### config.mk
export PLATFORM = sky130hd
export DESIGN_NAME = dwc_div
export DESIGN_NICKNAME = d
export VERILOG_FILES = /design/src/hdl/dwc_div.sv
export SDC_FILE = /design/constraint.sdc
export NUM_CORES = 1
export LEC_CHECK = 0
export BUFFER_PORTS_ARGS = -buffer_cell sky130_fd_sc_hd__buf_2
export CAP_MARGIN = 0
export CORE_MARGIN = 3
export CORE_UTILIZATION = 50
export CTS_BUF_LIST = sky130_fd_sc_hd__clkbuf_4
export DETAILED_ROUTE_END_ITERATION = 10
export PLACE_DENSITY_LB_ADDON = 0.12
export SLEW_MARGIN = 20
export SYNTH_ARGS = -nofsm -noshare
export SYNTH_HDL_FRONTEND = slang
export SYNTH_SLANG_ARGS = --single-unit
### constraint.sdc
create_clock -name clk -period 11 [get_ports clk]
set_input_delay 0.55 -clock clk [delete_from_list [all_inputs] [get_ports clk]]
set_output_delay 0.55 -clock clk [all_outputs]
set_load 0.1 [all_outputs]
### src/hdl/dwc_div.sv
// Divider of an unsigned value by a small constant, done as a reciprocal multiply in chunks.
// Depends on nothing outside this file.
module dwc_div #(
  parameter int W = 35,
  parameter int D = 3
) (
  input  logic         clk,
  input  logic         rst,
  input  logic         start,
  input  logic [W-1:0] dividend,
  output logic         busy,
  output logic [W-1:0] quotient
);

  // With R = ceil(2**K / D), floor(x * R / 2**K) equals floor(x / D) for every x below 2**W.
  localparam int K     = W + $clog2(D) + 1;
  localparam int CHUNK = 10;
  localparam int STEPS = (K + CHUNK) / CHUNK;
  localparam int RPW   = STEPS * CHUNK;
  localparam int AW    = W + RPW;
  localparam int CW    = $clog2(STEPS + 1);
  localparam logic [RPW-1:0] RECIP = RPW'(((64'd1 << K) + 64'(D) - 64'd1) / 64'(D));

  logic [W-1:0]       x;
  logic [RPW-1:0]     rsh;
  logic [AW-1:0]      acc;
  logic [CW-1:0]      cnt;
  logic [W+CHUNK-1:0] part;

  assign part = (W+CHUNK)'(x) * (W+CHUNK)'(rsh[RPW-1 -: CHUNK]);

  always_ff @(posedge clk) begin
    if (rst) begin
      cnt <= '0;
    end else if (start) begin
      cnt <= CW'(STEPS);
    end else if (cnt != '0) begin
      cnt <= cnt - 1'b1;
    end
  end

  always_ff @(posedge clk) begin
    if (start) begin
      x   <= dividend;
      rsh <= RECIP;
      acc <= '0;
    end else if (cnt != '0) begin
      acc <= {acc[AW-CHUNK-1:0], {CHUNK{1'b0}}} + AW'(part);
      rsh <= {rsh[RPW-CHUNK-1:0], {CHUNK{1'b0}}};
    end
  end

  assign busy     = (cnt != '0);
  assign quotient = acc[K +: W];

endmodule

==> metrics.txt <==
primary flip-flop cell chosen by synthesis mapping dfxtp_1; cell row count 59; area growth from synthesis to final layout 4.22%; clock buffer count from CTS 17; post-cts resize count 0; worst reg-to-reg path cell count 19; fraction of synthesized cell area in xor and xnor cells 4.98%; Final TNS setup 0 ps; Synth Cell Area 13500 µm²; number of nets with antenna violations after detailed routing 0; Final setup viols 0; relative slew slack 40.1%; launching element type of the critical path register; number of enable-type register cells in the synthesized netlist 35; final critical-path share of the clock period 58.2%; Post-Syn Area per Cell 9.10 µm²; Worst Path Arrival 6910 ps; count of distinct cell types in the synthesized netlist 69; Critical Path Fanout Max 36; number of standard cells after synthesis 1488; number of hold-repair buffers added at the cts stage 0; compound-cell area share of the yosys netlist 12.1%; post-CTS clock slew at the launch and capture registers of the worst setup and hold paths 130 ps; number of antenna violations at the first check in global routing 1; die boundary height 171 µm; fraction of final layout cells with drive strength greater than 1 9.19%; Crit. End Element register; endpoint required time on the critical path 11500 ps; H-tree levels 4; maximum buffer depth of the clock tree 2; Synth warnings 0; total area of multi-input combinational cells 9490 µm²; worst clock skew 32.0 ps; top-level port count 74; Initial Util 51.4%; largest family of logic cells by synthesized area adder cells; top cell type's share of synthesized area 21.0%; maxcap violations 0; critical path's largest stage delay 760 ps; top area cells in the synthesized netlist fa_1 (21%), ha_1 (15%), dfxtp_1 (12%), edfxtp_1 (7.8%), inv_1 (5.7%); global-route wire length before repair 51.2 mm; root buffer cell clkbuf_4; wirelength, routed 30.5 mm; Detail Placement HPWL 23.8 mm; Die X 171 µm; Routability Congestion 0.935; run status finished clean; number of nets in the finished design 1829; filler instances 2487; clock latency at the later pin of the worst-skew pair 580 ps; fraction of the mapped netlist area in simple logic gates 15.9%; Port-buffer cells 73; actual slew at the worst max-slew pin 898 ps; core box area 26400 µm²; cell accounting for the most synthesized area fa_1; Tmin final 6410 ps; aggregate global-route resource usage 21.8%; CTS sink cnt 119; full die area 29100 µm²; sequential area share after synthesis 20.2%; register bit count reported by yosys 119; critical setup path kind reg -> reg; clock tree from TritonCTS built; count of unresolved DRC violations after routing 0; Final Slew Violations 0; number of iterations in the first detailed-routing pass 5; cell at the slowest stage of the critical path dfxtp_2; Cell Chain, Critical Path nand2_1, xor2_1, ha_1, a31o_2, ha_1, fa_1, fa_1, inv_1, fa_1, inv_1, ha_1, a21oi_1, o211ai_1, a21boi_0, a31oi_2, a21oi_2, nor4_2, xnor2_1, a211oi_2; asr flop ratio synth 0%; number of DRC violations after detailed-routing iteration 0 438; Adder-Cell Fraction of Synth Area 35.9%; detail-routed via count per cell 5.38; Congestion Overflow GR 0; vias in the first global route 10200; final-report hold violation count 0; classification of the worst-slack hold path in -> reg; RSZ-0062 raised after global routing false; total via count after detailed routing 9892; peak clock frequency supported by timing 0.156 GHz; largest net degree at the start of global routing 76; post-synthesis mux area share 1.18%; post-synthesis net count 1829; buffers inserted during post-CTS setup optimization 0; post-DR wirelength/cell 16.6 µm; cell count of the worst hold path 1; sequential cell area 2740 µm²
==> per-stage QoR <==
stage	instances	setup WS [ps]	hold slack, ps	utilization, %	area [µm²]
after floorplan	1488	5220	425	-	13500
after global routing	1837	4190	81.9	53.5	14100
after global placement	1804	4340	439	52.5	13800
final	1837	4590	132	53.5	14100
after CTS	1836	4460	89.8	53.5	14100
after detailed placement	1804	4510	440	52.5	13800
==> per-layer routing <==
| metal | GRT usage, % | vias to the layer above | share of wire (%) |
|---|---|---|---|
| met5 | 0 | - | 0 |
| met4 | 4.48 | 0 | 0.99 |
| met3 | 2.96 | 28 | 3.2 |
| met2 | 35.0 | 173 | 46 |
| met1 | 31.6 | 4816 | 50 |
| li1 | - | 4875 | - |
==> cells in the mapped netlist (all sizes together), types with 2 or more instances <==
library cell	count
fa	142
or3	6
clkbuf	43
edfxtp	35
nor4	4
xor2	24
a211oi	20
nor4b	4
and3	9
nor3	19
a21oi	88
nor2	81
o22ai	8
nand3	18
and4	3
and2	115
xnor2	53
inv	205
o21ai	40
o21bai	14
o211ai	7
a21o	31
nor3b	3
ha	161
nand2	123
o21a	6
a31oi	6
dfxtp	84
a31o	2
nand4	25
mux2i	16
nor2b	8
o31ai	6
or4	2
buf	55
a21boi	5
==> cell usage in the layout (no fill, tap or decap), types with 25 or more instances in the layout <==
cell type / synthesis / layout
nand4_1: 25 / 25
buf_2: 13 / 72
xnor2_1: 53 / 53
a21oi_1: 86 / 86
ha_1: 161 / 160
nor2_1: 80 / 80
o21ai_0: 33 / 33
inv_1: 205 / 204
fa_1: 142 / 142
nand2_1: 123 / 123
dfxtp_1: 84 / 82
edfxtp_1: 35 / 35
a21o_1: 31 / 31
and2_1: 115 / 115
==> logic make-up (layout without fill, tap and decap cells) <==
| logic type | after synthesis | in the layout |
|---|---|---|
| AO/OA/AOI/OAI | 247 | 247 |
| XOR/XNOR | 77 | 77 |
| adder cells (fa/ha/maj) | 303 | 303 |
| buffers and inverters | 303 | 316 |
| flip-flops | 119 | 119 |
| multiplexers | 16 | 16 |
| other | 0 | 1 |
| AND/OR/NAND/NOR | 423 | 423 |
==> worst max-delay path: cells and delay by family (launching register included) <==
kind | cells | cell delay, ps
xor+xnor | 2 | 420
fa+ha+maj | 6 | 2360
flops | 1 | 760
simple gates | 2 | 420
compound gates | 7 | 2250
buf+inv | 2 | 100
==> final cells by class <==
class / instances / share of cell area (%)
Sequential cell: 119 / 19.4
Clock inverter: 12 / 0.905
Multi-Input combinational cell: 1066 / 67.3
Inverter: 205 / 5.46
Tap cell: 335 / 2.97
Clock buffer: 20 / 1.06
Antenna cell: 1 / 0.0177
Timing Repair Buffer: 79 / 2.93
==> flip-flops by register name, summed over array words and instances (netlist names) <==
register  flops
acc          73
cnt           3
rsh           8
x            35
==> final timing paths <==
check | from | to | slack [ps]
setup / recovery | rsh[36]$_SDFFE_PP1P_ | acc[59]$_SDFFE_PP0P_ | 4590
hold / removal | dividend[7] | x[7]$_DFFE_PP_ | 130
setup reg to reg | rsh[36]$_SDFFE_PP1P_ | acc[59]$_SDFFE_PP0P_ | 4590
hold reg to reg | rsh[10]$_SDFFE_PP1P_ | rsh[10]$_SDFFE_PP1P_ | 460
Power is left out: the tool's default activity adds up to more than one toggle a clock period on the data nets, which glitch-free logic cannot reach.
