**src/hdl/dwc_pkg.sv**
```systemverilog
// Package for the dosing weigher controller.
// Holds the opcode, phase and result-kind codes, the result record and shared helpers.
// No dependencies.
package dwc_pkg;

  typedef enum logic [2:0] {
    OP_FILL        = 3'd0,
    OP_CAL         = 3'd1,
    OP_STOP        = 3'd2,
    OP_SAMPLE      = 3'd3,
    OP_MOTOR_READY = 3'd4
  } op_t;

  typedef enum logic [2:0] {
    PH_IDLE   = 3'd0,
    PH_TARE   = 3'd1,
    PH_WORK   = 3'd2,
    PH_RECONF = 3'd3,
    PH_MOTOR  = 3'd4
  } phase_t;

  typedef enum logic [2:0] {
    KIND_UP       = 3'd0,
    KIND_DOWN     = 3'd1,
    KIND_STOP_ALL = 3'd2,
    KIND_WEIGH    = 3'd3,
    KIND_CAL      = 3'd4,
    KIND_MOTOR    = 3'd5
  } kind_t;

  localparam logic [2:0] REG_TARGET = 3'd0;
  localparam logic [2:0] REG_MARGIN = 3'd1;
  localparam logic [2:0] REG_PCT    = 3'd2;
  localparam logic [2:0] REG_UP     = 3'd3;
  localparam logic [2:0] REG_DOWN   = 3'd4;

  // floor(x / 100) for x below 2**31 is (x * PCT_RECIP) >> PCT_SHIFT.
  localparam logic [31:0] PCT_RECIP = 32'd2748779070;
  localparam int          PCT_SHIFT = 38;
  localparam int          DELTA_W   = 25;

  localparam int FIFO_DEPTH = 4;
  localparam int FIFO_AW    = 2;

  typedef struct packed {
    kind_t              kind;
    logic [7:0]         power;
    logic signed [31:0] reading;
    logic               pass_flag;
    logic [15:0]        pass_count;
    logic [15:0]        fail_count;
    logic               last;
  } result_t;

  function automatic logic signed [31:0] sat32(input logic signed [34:0] v);
    logic signed [31:0] r;
    if (v > 35'sd2147483647) begin
      r = 32'sh7fffffff;
    end else if (v < -35'sd2147483648) begin
      r = 32'sh80000000;
    end else begin
      r = v[31:0];
    end
    return r;
  endfunction

  function automatic result_t mk_result(input kind_t k, input logic [7:0] p,
                                        input logic signed [31:0] rd, input logic pf,
                                        input logic [15:0] pc, input logic [15:0] fc);
    result_t r;
    r.kind       = k;
    r.power      = p;
    r.reading    = rd;
    r.pass_flag  = pf;
    r.pass_count = pc;
    r.fail_count = fc;
    r.last       = 1'b0;
    return r;
  endfunction

endpackage

```
**src/hdl/dwc_fifo.sv**
```systemverilog
// Dosing weigher result queue: takes up to two results a cycle, gives one unless stalled.
// Depends on dwc_pkg for the result record and the queue depth.
module dwc_fifo (
  input  logic            clk,
  input  logic            rst,
  input  logic [1:0]      push_n,
  input  dwc_pkg::result_t push0,
  input  dwc_pkg::result_t push1,
  output logic            space2,
  output logic            out_valid,
  input  logic            out_stall,
  output dwc_pkg::result_t head
);

  localparam int CNT_W = dwc_pkg::FIFO_AW + 1;

  dwc_pkg::result_t mem [dwc_pkg::FIFO_DEPTH];
  logic [dwc_pkg::FIFO_AW-1:0] wp;
  logic [dwc_pkg::FIFO_AW-1:0] rp;
  logic [CNT_W-1:0]            count;
  logic                        pop;

  assign pop       = out_valid & ~out_stall;
  assign out_valid = (count != '0);
  assign space2    = (count <= CNT_W'(dwc_pkg::FIFO_DEPTH - 2));
  assign head      = mem[rp];

  always_ff @(posedge clk) begin
    if (push_n != 2'd0) begin
      mem[wp] <= push0;
    end
    if (push_n == 2'd2) begin
      mem[wp + 1'b1] <= push1;
    end
  end

  always_ff @(posedge clk) begin
    if (rst) begin
      wp    <= '0;
      rp    <= '0;
      count <= '0;
    end else begin
      wp    <= wp + dwc_pkg::FIFO_AW'(push_n);
      rp    <= rp + dwc_pkg::FIFO_AW'(pop);
      count <= count + CNT_W'(push_n) - CNT_W'(pop);
    end
  end

endmodule

```
**config.mk**
```make
export PLATFORM = sky130hd
export DESIGN_NAME = dwc_fifo
export DESIGN_NICKNAME = d
export VERILOG_FILES = /design/src/hdl/dwc_pkg.sv /design/src/hdl/dwc_fifo.sv
export SDC_FILE = /design/constraint.sdc
export NUM_CORES = 1
export LEC_CHECK = 0
export BUFFER_PORTS_ARGS = -buffer_cell sky130_fd_sc_hd__buf_2
export CORE_AREA = 2 2 176 178
export CTS_CLUSTER_DIAMETER = 60
export DETAILED_ROUTE_END_ITERATION = 6
export DIE_AREA = 0 0 178 180
export HOLD_SLACK_MARGIN = 0.02
export PLACE_DENSITY = 0.72
export SYNTH_ARGS = -nofsm -noshare
export SYNTH_HDL_FRONTEND = slang
export SYNTH_SLANG_ARGS = --single-unit
```
**constraint.sdc**
```tcl
create_clock -name clk -period 7.3 [get_ports clk]
set_input_delay 1.46 -clock clk [delete_from_list [all_inputs] [get_ports clk]]
set_output_delay 1.46 -clock clk [all_outputs]
set_load 0.05 [all_outputs]
```
==> flow_metrics.tcl, run 1 <==
set metrics [dict create \
    cts-htree-levels 2 \
    critPathTopFamily "buffers and inverters" \
    coreArea_um2 30200 \
    synth.distinct_cells 28 \
    fin_util 0.596 \
    syn_inst 794 \
    die_area_um2 32000 \
    synth_ff_type "edfxtp_1" \
    drt-total-wl_mm 34.4 \
    leakagePower_nw 6.31 \
    die_w_um 178 \
    worst-path-stages 3 \
    port_buffers 237 \
    grt_pass1_vias 9135 \
    reg2reg_slack_ns 4.32 \
    rsz0062_at_grt "false" \
    place.gp.congestion 0.747 \
    syn_area_per_cell_um2 19.4 \
    vdd_drop_max_v 0.000174 \
    path_clk_slew_ns 0.06 \
    fin_crit_ns 4.57 \
    timing.rr.start "wp[1]" \
    reg2regPathDepth 4 \
    async_flop_share 0 \
    ios 238 \
    initial_utilization 0.510 \
    power_per_cell_area_nw_per_um2 299 \
    via_per_inst 5.71 \
    drtIter0Drc 512 \
    gr-total-overflow 0 \
    maxCapViolCount 0 \
    nFillCells 2288 \
    finalSetupViolCount 0 \
    placementRows 64 \
    cp_max_fo 46 \
    synth.ff_latch_count 315 \
    synth-edff-count 308 \
    skew_ns 0.0186 \
    cts-root-buf "clkbuf_16" \
    synth_area_leaders "edfxtp_1 (60%), mux2_2 (17%), mux4_2 (11%), mux2_4 (3.8%), mux2_1 (2.4%)" \
    yosysTopAreaCellShare 0.601 \
    yosys.area.top_type "edfxtp_1" \
    firstDrtPassIters 4 \
    reg2reg_to "mem[0][22]" \
    finalHoldViolCount 0 \
    fin_hold_ws_ns 0.562 \
    clockBufferDepth 3 \
    worstMarginPinSlew_ns 1.01 \
    max_slew_margin 0.329 \
    route.vias.total 8342 \
    area_growth_syn_to_layout_pct 16.8 \
    place_ws_ns 3.14 \
    hold_path.class "flip-flop to flip-flop" \
    critPathKind "flip-flop to primary output" \
    dp.cells 1387 \
    crit_start "rp[0]" \
    slowest_delay_ns 0.87 \
    cts_resized 0 \
    post-cts-setup-buffer-count 0 \
    numCtsBuffers 35 \
    clk_latency_ns 0.51 \
    cp.buffers_inverters 2 \
    remaining_drc_errors 0 \
    grt_pass1_wl_mm 52.6 \
    cts.sinks 315 \
    ys_warn_count 0 \
    timing.critical_path.arrival_ns 3.11 \
    worstPathCellList "buf_4 -> mux4_2 -> buf_2" \
    report.power.total_mw 5.38 \
    crit_path_end "head[3]" \
    required_ns 5.84 \
    final_net_count 1191 \
    hpwl_mm 21.0 \
    final_design_area_no_fill_um2 18000 \
    syn_nets 957 \
    ctsHoldBuffers 0 \
    track_usage 0.218 \
    critical_path.slowest_cell "buf_4" \
    post_drt_wl_per_cell_um 23.6 \
    drive_gt1_frac 0.626 \
    fin_cells 1461 \
    synthesis.area_um2 15400 \
    finalWorstSetupSlack_ns 2.73 \
    ant_nets 0 \
    synth-seq-area-share 0.610 \
    die_h_um 180 \
    cts_tree "built" \
    tns_ns 0 \
    critPathCaptureType "primary output" \
    antenna_found_initial 12 \
    finalCritPeriodShare 0.626 \
    max_freq_mhz 219 \
    cp-start-kind "flip-flop" \
    maxSlewViolCount 0 \
    dpl_cell_area_um2 16900 \
    outcome "finished clean" \
    grt_max_degree 61 \
]
[state kept, by name (all words and copies together), names as in the netlist]
| name | count |
|---|---|
| count | 3 |
| mem | 308 |
| rp | 2 |
| wp | 2 |
[synth_stat cells, types with 4 or more instances]
master    count
a21oi_1       4
inv_1         4
clkbuf_1      7
mux2_1       33
edfxtp_1    308
mux2_4       39
mux2_2      236
buf_2        25
buf_4         8
mux4_2       77
nor2_1        6
buf_6        14
dfxtp_1       7
[area by class of cell]
type,count,area (um2),share of cell area
sequential,315,9400,0.523
multi-input combinational,421,5670,0.315
timing repair buffer,251,1290,0.0718
clock buffer,45,956,0.0532
tap,396,495,0.0276
clock inverter,16,123,0.00682
antenna,13,32.5,0.00181
inverter,4,15.0,0.000835
[report_power, final]
group / switching (mW) / leakage (nW) / internal, mW
Clock: 0.679 / 0.526 / 0.991
Combinational: 0.915 / 2.84 / 0.491
Sequential: 0.0940 / 2.94 / 2.21
Total: 1.69 / 6.31 / 3.70
[routing by layer]
layer  wire length [um]  global-route usage  up-vias
met3               2000              0.0453       58
met2              17400               0.366      230
met1              14100               0.278     4306
li1                   -                   -     3748
met4                936              0.0813        0
met5                  0                   0        -
[worst min-delay path by stage]
stage / from / to / slack (ns) / cells after the start
6_report: count[2] / count[2] / 0.56 / 2
3_5_place_dp: count[2] / count[2] / 0.55 / 2
2_1_floorplan: count[2] / count[2] / 0.51 / 2
5_1_grt: count[2] / count[2] / 0.59 / 2
4_1_cts: count[2] / count[2] / 0.56 / 2
3_3_place_gp: count[2] / count[2] / 0.53 / 2
[cell families after synthesis]
family          Yosys count  synth area share
mux                     385             0.347
fa+ha+maj                 4           0.00374
simple gates             19           0.00829
buf+inv                  58            0.0250
xor+xnor                  4           0.00228
compound gates            9           0.00341
flops                   315             0.610
[cell usage in the layout, fill, tap and decap left out, types with 5 or more instances in the layout]
| master | synthesis | layout |
|---|---|---|
| clkinv_2 | 0 | 5 |
| clkbuf_1 | 7 | 8 |
| buf_4 | 8 | 14 |
| mux2_4 | 39 | 39 |
| dfxtp_1 | 7 | 5 |
| clkinv_1 | 0 | 8 |
| diode_2 | 0 | 13 |
| edfxtp_1 | 308 | 308 |
| mux4_2 | 77 | 77 |
| buf_2 | 25 | 237 |
| mux2_2 | 236 | 236 |
| clkbuf_16 | 0 | 37 |
| nor2_1 | 6 | 5 |
| mux2_1 | 33 | 33 |
[tightest hold or removal path, delay by kind of cell (launching register included)]
family | cells | cell delay, ns
flip-flops | 1 | 0.33
AND/OR/NAND/NOR | 1 | 0.04
XOR/XNOR | 1 | 0.15
Power figures use the tool's default switching activity.
==> inputs of run 2 (changes only) <==
--- a/config.mk
+++ b/config.mk
@@ -6,12 +6,12 @@
 export NUM_CORES = 1
 export LEC_CHECK = 0
 export BUFFER_PORTS_ARGS = -buffer_cell sky130_fd_sc_hd__buf_2
-export CORE_AREA = 2 2 176 178
+export CORE_AREA = 2 2 168 170
 export CTS_CLUSTER_DIAMETER = 60
 export DETAILED_ROUTE_END_ITERATION = 6
-export DIE_AREA = 0 0 178 180
+export DIE_AREA = 0 0 170 172
 export HOLD_SLACK_MARGIN = 0.02
-export PLACE_DENSITY = 0.72
+export PLACE_DENSITY = 0.75
 export SYNTH_ARGS = -nofsm -noshare
 export SYNTH_HDL_FRONTEND = slang
 export SYNTH_SLANG_ARGS = --single-unit
==> constraint.sdc (replaced) <==
create_clock -name clk -period 4.65 [get_ports clk]
set_input_delay 0.93 -clock clk [delete_from_list [all_inputs] [get_ports clk]]
set_output_delay 0.93 -clock clk [all_outputs]
set_load 0.05 [all_outputs]
==> run 2 against run 1 <==
  * Non-clock buffer count rose by 3
  * Setup slack got worse by 1.4 ns
  * Cell count fell by 3.6%
  * Critical path depth did not move
  * Register-to-register slack got worse by 2.2 ns
  * Power rose by 57%
  * Combinational power rose by 60%
  * Critical endpoint is now head[44]
  * Largest power group unchanged
==> flow_metrics.tcl, run 2 (synthesis gave the netlist of run 1 again) <==
set metrics [dict create \
    critical_path.slowest_cell "dfxtp_4" \
    coreArea_um2 27500 \
    maxSlewViolCount 0 \
    place.gp.congestion 0.752 \
    p_clk_frac 0.308 \
    cp-start-kind "flip-flop" \
    power_per_cell_area_nw_per_um2 469 \
    reg2regPathDepth 3 \
    clockBufferDepth 3 \
    slowest_delay_ns 0.74 \
    drtIter0Drc 629 \
    finalWorstSetupSlack_ns 1.29 \
    tns_ns 0 \
    cts_tree "built" \
    port_buffers 237 \
    finalHoldViolCount 0 \
    path_clk_slew_ns 0.06 \
    seq_power_share 0.427 \
    rsz0062_at_grt "false" \
    nFillCells 1901 \
    max_slew_margin 0.385 \
    route.vias.total 8326 \
    max_freq_mhz 297 \
    largest_reg_flops 308 \
    clk_latency_ns 0.51 \
    cts-root-buf "clkbuf_16" \
    firstDrtPassIters 5 \
    fin_crit_ns 3.36 \
    cts.sinks 315 \
    drt-total-wl_mm 32.9 \
    track_usage 0.228 \
    timing.critical_path.arrival_ns 2.43 \
    grt_pass1_vias 8883 \
    outcome "finished clean" \
    critPathCaptureType "primary output" \
    final_common_cell "edfxtp_1" \
    ios 238 \
    p_comb_frac 0.266 \
    hpwl_mm 19.7 \
    finalSetupViolCount 0 \
    gr-total-overflow 0 \
    largest-register "mem" \
    netSwitchingFraction 0.311 \
    cp_max_fo 31 \
    fin_cells 1409 \
    dp.cells 1340 \
    ctsHoldBuffers 0 \
    grt_pass1_wl_mm 49.9 \
    critPathKind "flip-flop to primary output" \
    ant_nets 0 \
    required_ns 3.72 \
    skew_ns 0.00841 \
    vdd_drop_max_v 0.000437 \
    antenna_found_initial 10 \
    drive_gt1_frac 0.628 \
    hold_path.class "flip-flop to flip-flop" \
    cts-htree-levels 2 \
    final_cell_mix "edfxtp_1 (308), buf_2 (237), mux2_2 (236)" \
    worstPathCellList "buf_12 -> mux4_2 -> buf_2" \
    cts_resized 0 \
    maxCapViolCount 0 \
    post_drt_wl_per_cell_um 23.3 \
    placementRows 61 \
    leakagePower_nw 6.35 \
    place_ws_ns 1.53 \
    finalCritPeriodShare 0.723 \
    die_h_um 172 \
    area_growth_syn_to_layout_pct 17.2 \
    remaining_drc_errors 0 \
    worst-path-stages 3 \
    whs_path_depth 2 \
    post-cts-setup-buffer-count 0 \
    final_net_count 1193 \
    die_w_um 170 \
    critPathTopFamily "flip-flops" \
    initial_utilization 0.560 \
    grt_max_degree 78 \
    p_int_mw 5.83 \
    via_per_inst 5.91 \
    numCtsBuffers 34 \
    fin_hold_ws_ns 0.554 \
    switching_power_mw 2.63 \
    worstMarginPinSlew_ns 0.915 \
    reg_top3 "mem: 308 flops, count: 3 flops" \
    cp.buffers_inverters 2 \
    die_area_um2 29200 \
]
run 2: changes by cell type in the layout (fill, tap and decap cells not counted), sizes merged:
cell,change
clkinvlp,-1
clkinv,-6
diode,-4
clkbuf,+7
buf,+3
bufinv,-1
run 2: path summary, 6_finish.rpt:
check                 from          to  slack (ns)
setup / recovery     rp[0]    head[44]        1.29
hold reg to reg   count[2]    count[2]        0.55
hold / removal    count[2]    count[2]        0.55
setup reg to reg     wp[1]  mem[3][28]        2.14
run 2: power groups by stage:
stage / registers [mW] / logic [mW] / clock network (mW)
floorplan: 3.59 / 1.76 / 0
global placement: 3.67 / 2.25 / 0
detailed placement: 3.67 / 2.26 / 0
CTS: 3.62 / 2.27 / 2.65
global route: 3.64 / 2.37 / 2.74
finish: 3.61 / 2.25 / 2.60
run 2: metrics by stage:
stage                     utilization  area (um2)  power, mW
after floorplan                     -       15400       5.35
after global placement          0.617       16900       5.92
after detailed placement        0.617       16900       5.94
after CTS                       0.656       18000       8.53
after global routing            0.656       18000       8.76
final                           0.657       18000       8.46
run 2: final cells by class:
type | instances | area (um2) | share of cell area
well taps | 346 | 433 | 0.0240
diodes | 9 | 22.5 | 0.00125
repair buffers | 254 | 1430 | 0.0791
clock buffers | 52 | 1010 | 0.0561
clock inverters | 8 | 61.3 | 0.00340
flip-flops and latches | 315 | 9400 | 0.521
inverters | 4 | 15.0 | 0.000832
multi-input cells | 421 | 5670 | 0.314
run 2: layer usage:
layer  wire length (um)  track usage  vias to the layer above
met1              13600        0.306                     4221
li1                   -            -                     3768
met5                 41            0                        -
met4                720       0.0624                        6
met2              16100        0.379                      272
met3               2350       0.0542                       59
run 2: worst register-to-register path, delay by kind of cell, from the launching register on:
family	cells	cell delay, ns
buffers and inverters	1	0.37
flip-flops	1	0.69
multiplexers	1	0.37
AND/OR/NAND/NOR	1	0.83
